## config.mk

```make
export PLATFORM = sky130hd
export DESIGN_NAME = message_id_dedup_cache_unit
export DESIGN_NICKNAME = d
export VERILOG_FILES = /design/src/rtl/mdc_pkg.sv /design/src/rtl/message_id_dedup_cache_unit.sv /design/src/rtl/mdc_ctrl.sv /design/src/rtl/mdc_dpath.sv
export SDC_FILE = /design/constraint.sdc
export NUM_CORES = 2
export LEC_CHECK = 0
export BUFFER_PORTS_ARGS = -buffer_cell sky130_fd_sc_hd__buf_2
export CORE_ASPECT_RATIO = 1.75
export CORE_MARGIN = 3
export CORE_UTILIZATION = 30
export DETAILED_ROUTE_END_ITERATION = 12
export HOLD_SLACK_MARGIN = 0.08
export PLACE_DENSITY = 0.48
export SLEW_MARGIN = 20
export SYNTH_ARGS = -nofsm -noshare
export SYNTH_HDL_FRONTEND = slang
export SYNTH_SLANG_ARGS = --single-unit
```

## constraint.sdc

```tcl
create_clock -name clk -period 9.94 [get_ports clk]
set_input_delay 1.988 -clock clk [delete_from_list [all_inputs] [get_ports clk]]
set_output_delay 1.988 -clock clk [all_outputs]
set_load 0.005 [all_outputs]
```

## src/rtl/mdc_pkg.sv

```systemverilog
// Package for the message ID deduplication cache: widths, reset values,
// request/result structs, register indexes, state and command types.
// No dependencies.
`timescale 1ns / 1ps
`default_nettype none

package mdc_pkg;

	localparam int MDC_ENTRIES = 4;

	localparam int ID_W     = 16;
	localparam int TIME_W   = 40;
	localparam int ACK_W    = 16;
	localparam int RETX_W   = 4;
	localparam int FACTOR_W = 10;
	localparam int LAT_W    = 20;
	localparam int CFG_W    = 20;

	// the ack time-out times (2^retransmit - 1) fits in ACK_W + 2^RETX_W - 1 bits
	localparam int SPAN_W = ACK_W + (1 << RETX_W) - 1;
	localparam int PROD_W = SPAN_W + FACTOR_W;
	localparam int LIFE_W = PROD_W - 8 + 1;

	localparam logic [ACK_W-1:0]    ACK_RESET    = ACK_W'(2000);
	localparam logic [RETX_W-1:0]   RETX_RESET   = RETX_W'(4);
	localparam logic [FACTOR_W-1:0] FACTOR_RESET = FACTOR_W'(384);
	localparam logic [LAT_W-1:0]    LAT_RESET    = LAT_W'(100000);

	typedef enum logic [1:0] {
		REG_ACK_TMO       = 2'd0,
		REG_MAX_RETX      = 2'd1,
		REG_RANDOM_FACTOR = 2'd2,
		REG_MAX_LATENCY   = 2'd3
	} reg_index_t;

	typedef enum logic [1:0] {
		STATUS_STORED     = 2'd0,
		STATUS_MISS       = 2'd1,
		STATUS_HIT_RECENT = 2'd2,
		STATUS_HIT_OLDER  = 2'd3
	} status_t;

	typedef enum logic {
		OP_CHECK = 1'b0,
		OP_ADD   = 1'b1
	} opcode_t;

	typedef struct packed {
		logic               opcode;
		logic [ID_W-1:0]    msg_id;
		logic [TIME_W-1:0]  time_now_ms;
	} mdc_req_t;

	typedef struct packed {
		status_t status;
		logic    retransmission;
	} mdc_res_t;

	typedef enum logic [2:0] {
		ST_IDLE,
		ST_EXPIRE,
		ST_LIFE1,
		ST_LIFE2,
		ST_SCAN,
		ST_COMMIT,
		ST_LOOKUP,
		ST_RESPOND
	} mdc_state_t;

	typedef struct packed {
		logic load;
		logic expire;
		logic scan_clr;
		logic scan_step;
		logic commit;
		logic lookup;
	} mdc_cmd_t;

	typedef struct packed {
		logic is_add;
		logic recent_valid;
		logic scan_done;
	} mdc_sts_t;

endpackage

`default_nettype wire

```

## src/rtl/message_id_dedup_cache_unit.sv

```systemverilog
// Top level of the message ID deduplication cache.
// Instantiates mdc_ctrl and mdc_dpath; depends on mdc_pkg.
`timescale 1ns / 1ps
`default_nettype none

// A request is taken when start is high and busy is low; busy then stays
// high until the result has gone out. Every request gives exactly one
// result, shown on result for the single cycle in which done is high; the
// receiver cannot stall, so capture it in that cycle. A check passes
// through expire and lookup before done. An add passes through expire
// and a lifetime wait, skips the victim search when the recent entry is
// empty or has expired, and then commits: the victim search walks the
// older slots one per cycle and stops early on the first free slot, and
// the commit waits for the registered lifetime chain of four stages
// (shift-subtract, one 31x10 multiply, add, then add to the time and
// saturate). The cache is ready straight after reset. Write the registers
// with wr_en, wr_index and wr_data only while busy is low; a write in the
// cycle before start is honoured by that request.
module message_id_dedup_cache_unit #(
	parameter int ENTRIES = mdc_pkg::MDC_ENTRIES
) (
	input  wire                      clk,
	input  wire                      arst_n,
	input  wire                      start,
	output logic                     busy,
	input  mdc_pkg::mdc_req_t        request,
	output logic                     done,
	output mdc_pkg::mdc_res_t        result,
	input  wire                      wr_en,
	input  wire [1:0]                wr_index,
	input  wire [mdc_pkg::CFG_W-1:0] wr_data
);
	import mdc_pkg::*;

	mdc_cmd_t cmd;
	mdc_sts_t sts;

	// sequencer: advance through expire, then lifetime wait, scan and commit for an add, or lookup for a check
	mdc_ctrl u_ctrl (
		.clk    (clk),
		.arst_n (arst_n),
		.start  (start),
		.sts    (sts),
		.cmd    (cmd),
		.busy   (busy),
		.done   (done)
	);

	// storage, arithmetic and lookup; hold the result until the next request
	mdc_dpath #(
		.ENTRIES (ENTRIES)
	) u_dpath (
		.clk      (clk),
		.arst_n   (arst_n),
		.request  (request),
		.wr_en    (wr_en),
		.wr_index (wr_index),
		.wr_data  (wr_data),
		.cmd      (cmd),
		.sts      (sts),
		.result   (result)
	);

endmodule

`default_nettype wire

```

## src/rtl/mdc_ctrl.sv

```systemverilog
// Sequencing state machine of the deduplication cache.
// Depends on mdc_pkg for the state, command and status types.
`timescale 1ns / 1ps
`default_nettype none

module mdc_ctrl (
	input  wire              clk,
	input  wire              arst_n,
	input  wire              start,
	input  mdc_pkg::mdc_sts_t sts,
	output mdc_pkg::mdc_cmd_t cmd,
	output logic             busy,
	output logic             done
);
	import mdc_pkg::*;

	mdc_state_t state_q, state_d;

	always_ff @(posedge clk or negedge arst_n) begin
		if (!arst_n) begin
			state_q <= ST_IDLE;
		end else begin
			state_q <= state_d;
		end
	end

	always_comb begin
		state_d = state_q;
		cmd     = '0;
		busy    = 1'b1;
		done    = 1'b0;
		case (state_q)
			ST_IDLE: begin
				busy = 1'b0;
				if (start) begin
					cmd.load = 1'b1;
					state_d  = ST_EXPIRE;
				end
			end
			ST_EXPIRE: begin
				cmd.expire = 1'b1;
				state_d    = sts.is_add ? ST_LIFE1 : ST_LOOKUP;
			end
			// wait for the lifetime chain to settle
			ST_LIFE1: begin
				cmd.scan_clr = 1'b1;
				state_d      = ST_LIFE2;
			end
			ST_LIFE2: begin
				state_d = sts.recent_valid ? ST_SCAN : ST_COMMIT;
			end
			ST_SCAN: begin
				cmd.scan_step = 1'b1;
				if (sts.scan_done) begin
					state_d = ST_COMMIT;
				end
			end
			ST_COMMIT: begin
				cmd.commit = 1'b1;
				state_d    = ST_RESPOND;
			end
			ST_LOOKUP: begin
				cmd.lookup = 1'b1;
				state_d    = ST_RESPOND;
			end
			ST_RESPOND: begin
				done    = 1'b1;
				state_d = ST_IDLE;
			end
			default: begin
				state_d = ST_IDLE;
			end
		endcase
	end

endmodule

`default_nettype wire

```

## src/rtl/mdc_dpath.sv

```systemverilog
// Datapath of the deduplication cache: configuration registers, lifetime
// chain, entry store, victim scan and lookup. Depends on mdc_pkg.
`timescale 1ns / 1ps
`default_nettype none

module mdc_dpath #(
	parameter int ENTRIES = mdc_pkg::MDC_ENTRIES
) (
	input  wire                     clk,
	input  wire                     arst_n,
	input  mdc_pkg::mdc_req_t       request,
	input  wire                     wr_en,
	input  wire [1:0]               wr_index,
	input  wire [mdc_pkg::CFG_W-1:0] wr_data,
	input  mdc_pkg::mdc_cmd_t       cmd,
	output mdc_pkg::mdc_sts_t       sts,
	output mdc_pkg::mdc_res_t       result
);
	import mdc_pkg::*;

	localparam int OLDER = ENTRIES - 1;
	localparam int IW    = (OLDER > 1) ? $clog2(OLDER) : 1;
	localparam logic [IW-1:0] LAST_IDX = IW'(OLDER - 1);

	// configuration
	logic [ACK_W-1:0]    ack_q;
	logic [RETX_W-1:0]   retx_q;
	logic [FACTOR_W-1:0] factor_q;
	logic [LAT_W-1:0]    lat_q;

	always_ff @(posedge clk or negedge arst_n) begin
		if (!arst_n) begin
			ack_q    <= ACK_RESET;
			retx_q   <= RETX_RESET;
			factor_q <= FACTOR_RESET;
			lat_q    <= LAT_RESET;
		end else if (wr_en) begin
			case (reg_index_t'(wr_index))
				REG_ACK_TMO:       ack_q    <= wr_data[ACK_W-1:0];
				REG_MAX_RETX:      retx_q   <= wr_data[RETX_W-1:0];
				REG_RANDOM_FACTOR: factor_q <= wr_data[FACTOR_W-1:0];
				REG_MAX_LATENCY:   lat_q    <= wr_data[LAT_W-1:0];
				default: begin
				end
			endcase
		end
	end

	// latched request
	logic              op_q;
	logic [ID_W-1:0]   id_q;
	logic [TIME_W-1:0] now_q;

	always_ff @(posedge clk) begin
		if (cmd.load) begin
			op_q  <= request.opcode;
			id_q  <= request.msg_id;
			now_q <= request.time_now_ms;
		end
	end

	// lifetime chain: span, product, lifetime, saturated expiry
	logic [SPAN_W-1:0]   span_q;
	logic [PROD_W-1:0]   prod_q;
	logic [LIFE_W-1:0]   life_q;
	logic [TIME_W-1:0]   exp_q;
	logic [TIME_W:0]     exp_sum;

	assign exp_sum = {1'b0, now_q} + (TIME_W+1)'(life_q);

	always_ff @(posedge clk) begin
		span_q <= (SPAN_W'(ack_q) << retx_q) - SPAN_W'(ack_q);
		prod_q <= PROD_W'(span_q) * PROD_W'(factor_q);
		life_q <= LIFE_W'(prod_q[PROD_W-1:8]) + LIFE_W'({lat_q, 1'b0}) + LIFE_W'(ack_q);
		exp_q  <= exp_sum[TIME_W] ? {TIME_W{1'b1}} : exp_sum[TIME_W-1:0];
	end

	// entry store
	logic [ID_W-1:0]   recent_id_q;
	logic [TIME_W-1:0] recent_exp_q;
	logic              recent_valid_q;
	logic [ID_W-1:0]   older_id_q  [OLDER];
	logic [TIME_W-1:0] older_exp_q [OLDER];
	logic [OLDER-1:0]  older_valid_q;

	// victim scan
	logic [IW-1:0]     idx_q;
	logic [IW-1:0]     cand_q;
	logic [TIME_W-1:0] best_q;
	logic              have_q;
	logic              scan_done;

	assign scan_done = !older_valid_q[idx_q] || (idx_q == LAST_IDX);

	always_ff @(posedge clk) begin
		if (cmd.scan_clr) begin
			idx_q  <= '0;
			have_q <= 1'b0;
		end else if (cmd.scan_step) begin
			if (!older_valid_q[idx_q]) begin
				cand_q <= idx_q;
			end else if (!have_q || older_exp_q[idx_q] <= best_q) begin
				have_q <= 1'b1;
				best_q <= older_exp_q[idx_q];
				cand_q <= idx_q;
			end
			if (!scan_done) begin
				idx_q <= idx_q + IW'(1);
			end
		end
	end

	always_ff @(posedge clk or negedge arst_n) begin
		if (!arst_n) begin
			recent_valid_q <= 1'b0;
			older_valid_q  <= '0;
		end else if (cmd.expire) begin
			if (recent_valid_q && recent_exp_q < now_q) begin
				recent_valid_q <= 1'b0;
			end
			for (int i = 0; i < OLDER; i++) begin
				if (older_valid_q[i] && older_exp_q[i] < now_q) begin
					older_valid_q[i] <= 1'b0;
				end
			end
		end else if (cmd.commit) begin
			if (recent_valid_q) begin
				older_valid_q[cand_q] <= 1'b1;
			end
			recent_valid_q <= 1'b1;
		end
	end

	always_ff @(posedge clk) begin
		if (cmd.commit) begin
			if (recent_valid_q) begin
				older_id_q[cand_q]  <= recent_id_q;
				older_exp_q[cand_q] <= recent_exp_q;
			end
			recent_id_q  <= id_q;
			recent_exp_q <= exp_q;
		end
	end

	// lookup and result
	logic    older_hit;
	logic    recent_hit;
	status_t status_q;
	logic    retrans_q;

	assign recent_hit = recent_valid_q && (recent_id_q == id_q);

	always_comb begin
		older_hit = 1'b0;
		for (int i = 0; i < OLDER; i++) begin
			if (older_valid_q[i] && older_id_q[i] == id_q) begin
				older_hit = 1'b1;
			end
		end
	end

	always_ff @(posedge clk or negedge arst_n) begin
		if (!arst_n) begin
			retrans_q <= 1'b0;
		end else if (cmd.lookup && recent_hit) begin
			retrans_q <= 1'b1;
		end
	end

	always_ff @(posedge clk) begin
		if (cmd.commit) begin
			status_q <= STATUS_STORED;
		end else if (cmd.lookup) begin
			if (recent_hit) begin
				status_q <= STATUS_HIT_RECENT;
			end else if (older_hit) begin
				status_q <= STATUS_HIT_OLDER;
			end else begin
				status_q <= STATUS_MISS;
			end
		end
	end

	assign sts.is_add        = (opcode_t'(op_q) == OP_ADD);
	assign sts.recent_valid  = recent_valid_q;
	assign sts.scan_done     = scan_done;

	assign result.status         = status_q;
	assign result.retransmission = retrans_q;

endmodule

`default_nettype wire

```

==> impl_metrics.csv <==
group,metric,value,unit
yosys,synth-edff-count,363,
sta,post-route-period-util,71.50,%
detailed_routing,drt_iter0_drc,1212,
yosys,synth-seq-cells,566,
global_routing,met2_usage,32.42,%
critical_path,regToRegSetupSlack,2.83,ns
critical_path,cp-end-kind,"register",
sta,timing.slew.headroom,24.75,%
die,initial_core_util,30.34,%
global_routing,grt_antenna_before_repair,5,
critical_path,cp-startpoint,"u_dpath.factor_q[2]",
sta,hold_violations,0,
detailed_routing,drcViolationCount,0,
detailed_routing,wl,106200,um
finish,post-route-util,33.96,%
critical_path,worstSetupStartpointType,"register",
detailed_routing,antenna_left,0,
detailed_routing,vias,23955,
finish,fill_cells,12370,
critical_path,cp_max_fo,18,
clock_tree,tritoncts,"yes",
yosys,ys_types,81,
critical_path,reg2reg_depth,20,
yosys,synth-seq-area-share,41.33,%
finish,nNetsFinal,3967,
sta,min_period,7.108,ns
sta,maxSlewViolCount,0,
yosys,ys_warn_count,0,
sta,max_freq,0.1407,GHz
yosys,ys.flop_type,"edfxtp_1",
die,dieArea,127600,sq um
detailed_routing,dr.pass1.iters,5,
run,max-cap-violations,0,
sta,final.setup_skew,0.03216,ns
placed_design,place_congestion,0.9007,
clock_tree,insertion_delay,0.66,ns
critical_path,rr_endpoint,"u_dpath.prod_q[40]",
placed_design,port_buffers,87,
global_routing,top_usage_layer,"met2",
clock_tree,cts_hold_buf,0,
yosys,syn_area,36950,sq um
die,dieWidth,271.3,um
detailed_routing,routedWlPerCell,21.40,um
clock_tree,cts_resized,0,
outcome,status,"finished, final reports clean",
clock_tree,htreeDepth,2,
yosys,synth_nets,3905,
clock_tree,clockBufferDepth,3,
sta,rsz0062_at_grt,"false",
clock_tree,cts_root_buffer,"clkbuf_16",
global_routing,grt_max_degree,58,
die,io_pins,88,
yosys,async_flop_share,10.25,%
sta,tns,0,ns
clock_tree,path_clk_slew,0.06,ns
global_routing,grt_overflow,0,
global_routing,grt_pass1_wl,160300,um
critical_path,arrival,7.63,ns
critical_path,r2r-start,"u_dpath.factor_q[2]",
yosys,synthCells,3222,
clock_tree,cts_setup_buffers,0,
finish,drive_gt1_share,10.22,%
global_routing,grt_use_met3,1.934,%
yosys,syn_avg_cell_area,11.47,sq um
global_routing,grt_use_met1,17.00,%
clock_tree,clock_sinks,566,
die,num_rows,169,
critical_path,required,10.46,ns
global_routing,grt_pass1_vias,26012,
min_path,hold_path.class,"register to register",
placed_design,post-dp-hpwl,82980,um
sta,tightest_slew,1.129,ns
sta,finalSetupViolCount,0,
critical_path,endpoint,"u_dpath.prod_q[40]",
clock_tree,cts_inserted_buffers,61,
finish,area_growth,11.93,%
die,fp.coreArea,121800,sq um
detailed_routing,viasPerCell,4.828,
critical_path,path_class,"register to register",
die,fp.dieH,470.3,um
global_routing,track_usage,16.66,%
[how the worst min path moves through the flow]
stage | slack (ns) | cells past startpoint | startpoint | to
after floorplan | 0.39 | 0 | u_dpath.exp_q[0] | u_dpath.recent_exp_q[0]
final | 0.37 | 0 | u_dpath.exp_q[31] | u_dpath.recent_exp_q[31]
after CTS | 0.37 | 0 | u_dpath.exp_q[31] | u_dpath.recent_exp_q[31]
after detailed placement | 0.39 | 0 | u_dpath.exp_q[31] | u_dpath.recent_exp_q[31]
after global placement | 0.39 | 0 | u_dpath.exp_q[0] | u_dpath.recent_exp_q[0]
after global routing | 0.37 | 0 | u_dpath.exp_q[31] | u_dpath.recent_exp_q[31]
[Yosys cell counts (all sizes together) (14+ instances only)]
master  instances  area share [%]
a211oi         19            0.39
a21o          101             2.1
a21oi         143             1.9
a31oi          17            0.29
and2          159             2.7
clkbuf         96             1.1
dfrtp          43             2.9
dfstp          15             1.1
dfxtp         145             7.9
edfxtp        363              30
fa            247              13
ha            353              12
inv           333             3.4
mux2           39             1.2
mux2i          14            0.38
mux4           52             3.2
nand2         313             3.2
nand2b         23            0.39
nand3          36            0.49
nand4          57            0.97
nor2          118             1.2
nor2b          40            0.68
nor3           32            0.43
o21a           18            0.37
o21ai         114             1.6
xnor2         127             3.0
xor2           48             1.1
[flip-flops by register name, indices dropped and copies added, names as in the netlist, 20 cells and up, named ones only]
name and count:
u_dpath.older_exp_q 160, u_dpath.older_id_q 48, u_dpath.best_q 40, u_dpath.exp_q 40, u_dpath.now_q 40, u_dpath.recent_exp_q 40
u_dpath.life_q 34, u_dpath.prod_q 33, u_dpath.span_q 31, u_dpath.lat_q 20
[cell usage in the layout, fill, tap and decap left out, drive strengths merged, types with 13 or more instances in the layout]
cell type,synthesis,final
edfxtp,363,363
ha,353,353
inv,333,337
nand2,313,313
fa,247,247
and2,159,159
dfxtp,145,145
a21oi,143,143
xnor2,127,127
nor2,118,118
o21ai,114,114
buf,13,108
a21o,101,101
clkbuf,96,73
nand4,57,57
mux4,52,52
xor2,48,48
dfrtp,43,43
nor2b,40,40
mux2,39,39
nand3,36,36
nor3,32,32
nand2b,23,23
clkinv,0,20
a211oi,19,19
o21a,18,18
a31oi,17,17
dfstp,15,15
mux2i,14,14
o21bai,13,13
[cells by family after synthesis]
family	share of synthesized area [%]
muxes	4.758
adders and majority gates	25.34
AOI/OAI and AO/OA	8.645
buffers and inverters	4.669
and+or+nand+nor	11.11
xor gates and xnor gates	4.148
DFF	41.33
[through the flow]
step / setup WS, ns / hold WS [ns] / area [sq um] / cells
6_report: 2.832 / 0.3722 / 41360 / 4962
5_1_grt: 2.451 / 0.3726 / 41360 / 4961
4_1_cts: 2.715 / 0.3747 / 41350 / 4960
3_5_place_dp: 2.728 / 0.3887 / 39150 / 4845
3_3_place_gp: 2.678 / 0.3865 / 39150 / 4845
2_1_floorplan: 2.211 / 0.3855 / 36950 / 3222
[worst max-delay path, cell delays in order, from the launching register on]
cell and delay (ns):
dfrtp_1 0.81, buf_4 0.36, nand2_1 0.10, fa_1 0.52, inv_1 0.05, fa_1 0.52
fa_1 0.45, fa_1 0.55, inv_1 0.06, fa_1 0.53, inv_1 0.04, ha_1 0.35
and3_1 0.22, a221o_1 0.38, a211oi_1 0.39, a21oi_1 0.24, o311ai_0 0.65, o22ai_1 0.29
nor4_1 0.22, nor3_1 0.11, xnor2_1 0.13
[layer usage]
| layer | vias to the layer above | routed length (um) |
|---|---|---|
| li1 | 11293 | - |
| met1 | 11985 | 37920 |
| met2 | 452 | 58270 |
| met3 | 221 | 3288 |
| met4 | 4 | 6698 |
| met5 | - | 20 |
[final cells by class]
class                      instances  area (sq um)  area share, %
sequential                       566         15280          36.94
inverter                         333          1250          3.022
timing repair buffer             108         593.1          1.434
multi-input combinational       2214         20000          48.36
tap                             1624          2032          4.913
clock inverter                    42         584.3          1.413
clock buffer                      73          1613          3.899
antenna                            2         5.005        0.01210
Power is not shown: default switching activity piles up to over one toggle a cycle in this logic, so the estimate is an artifact.
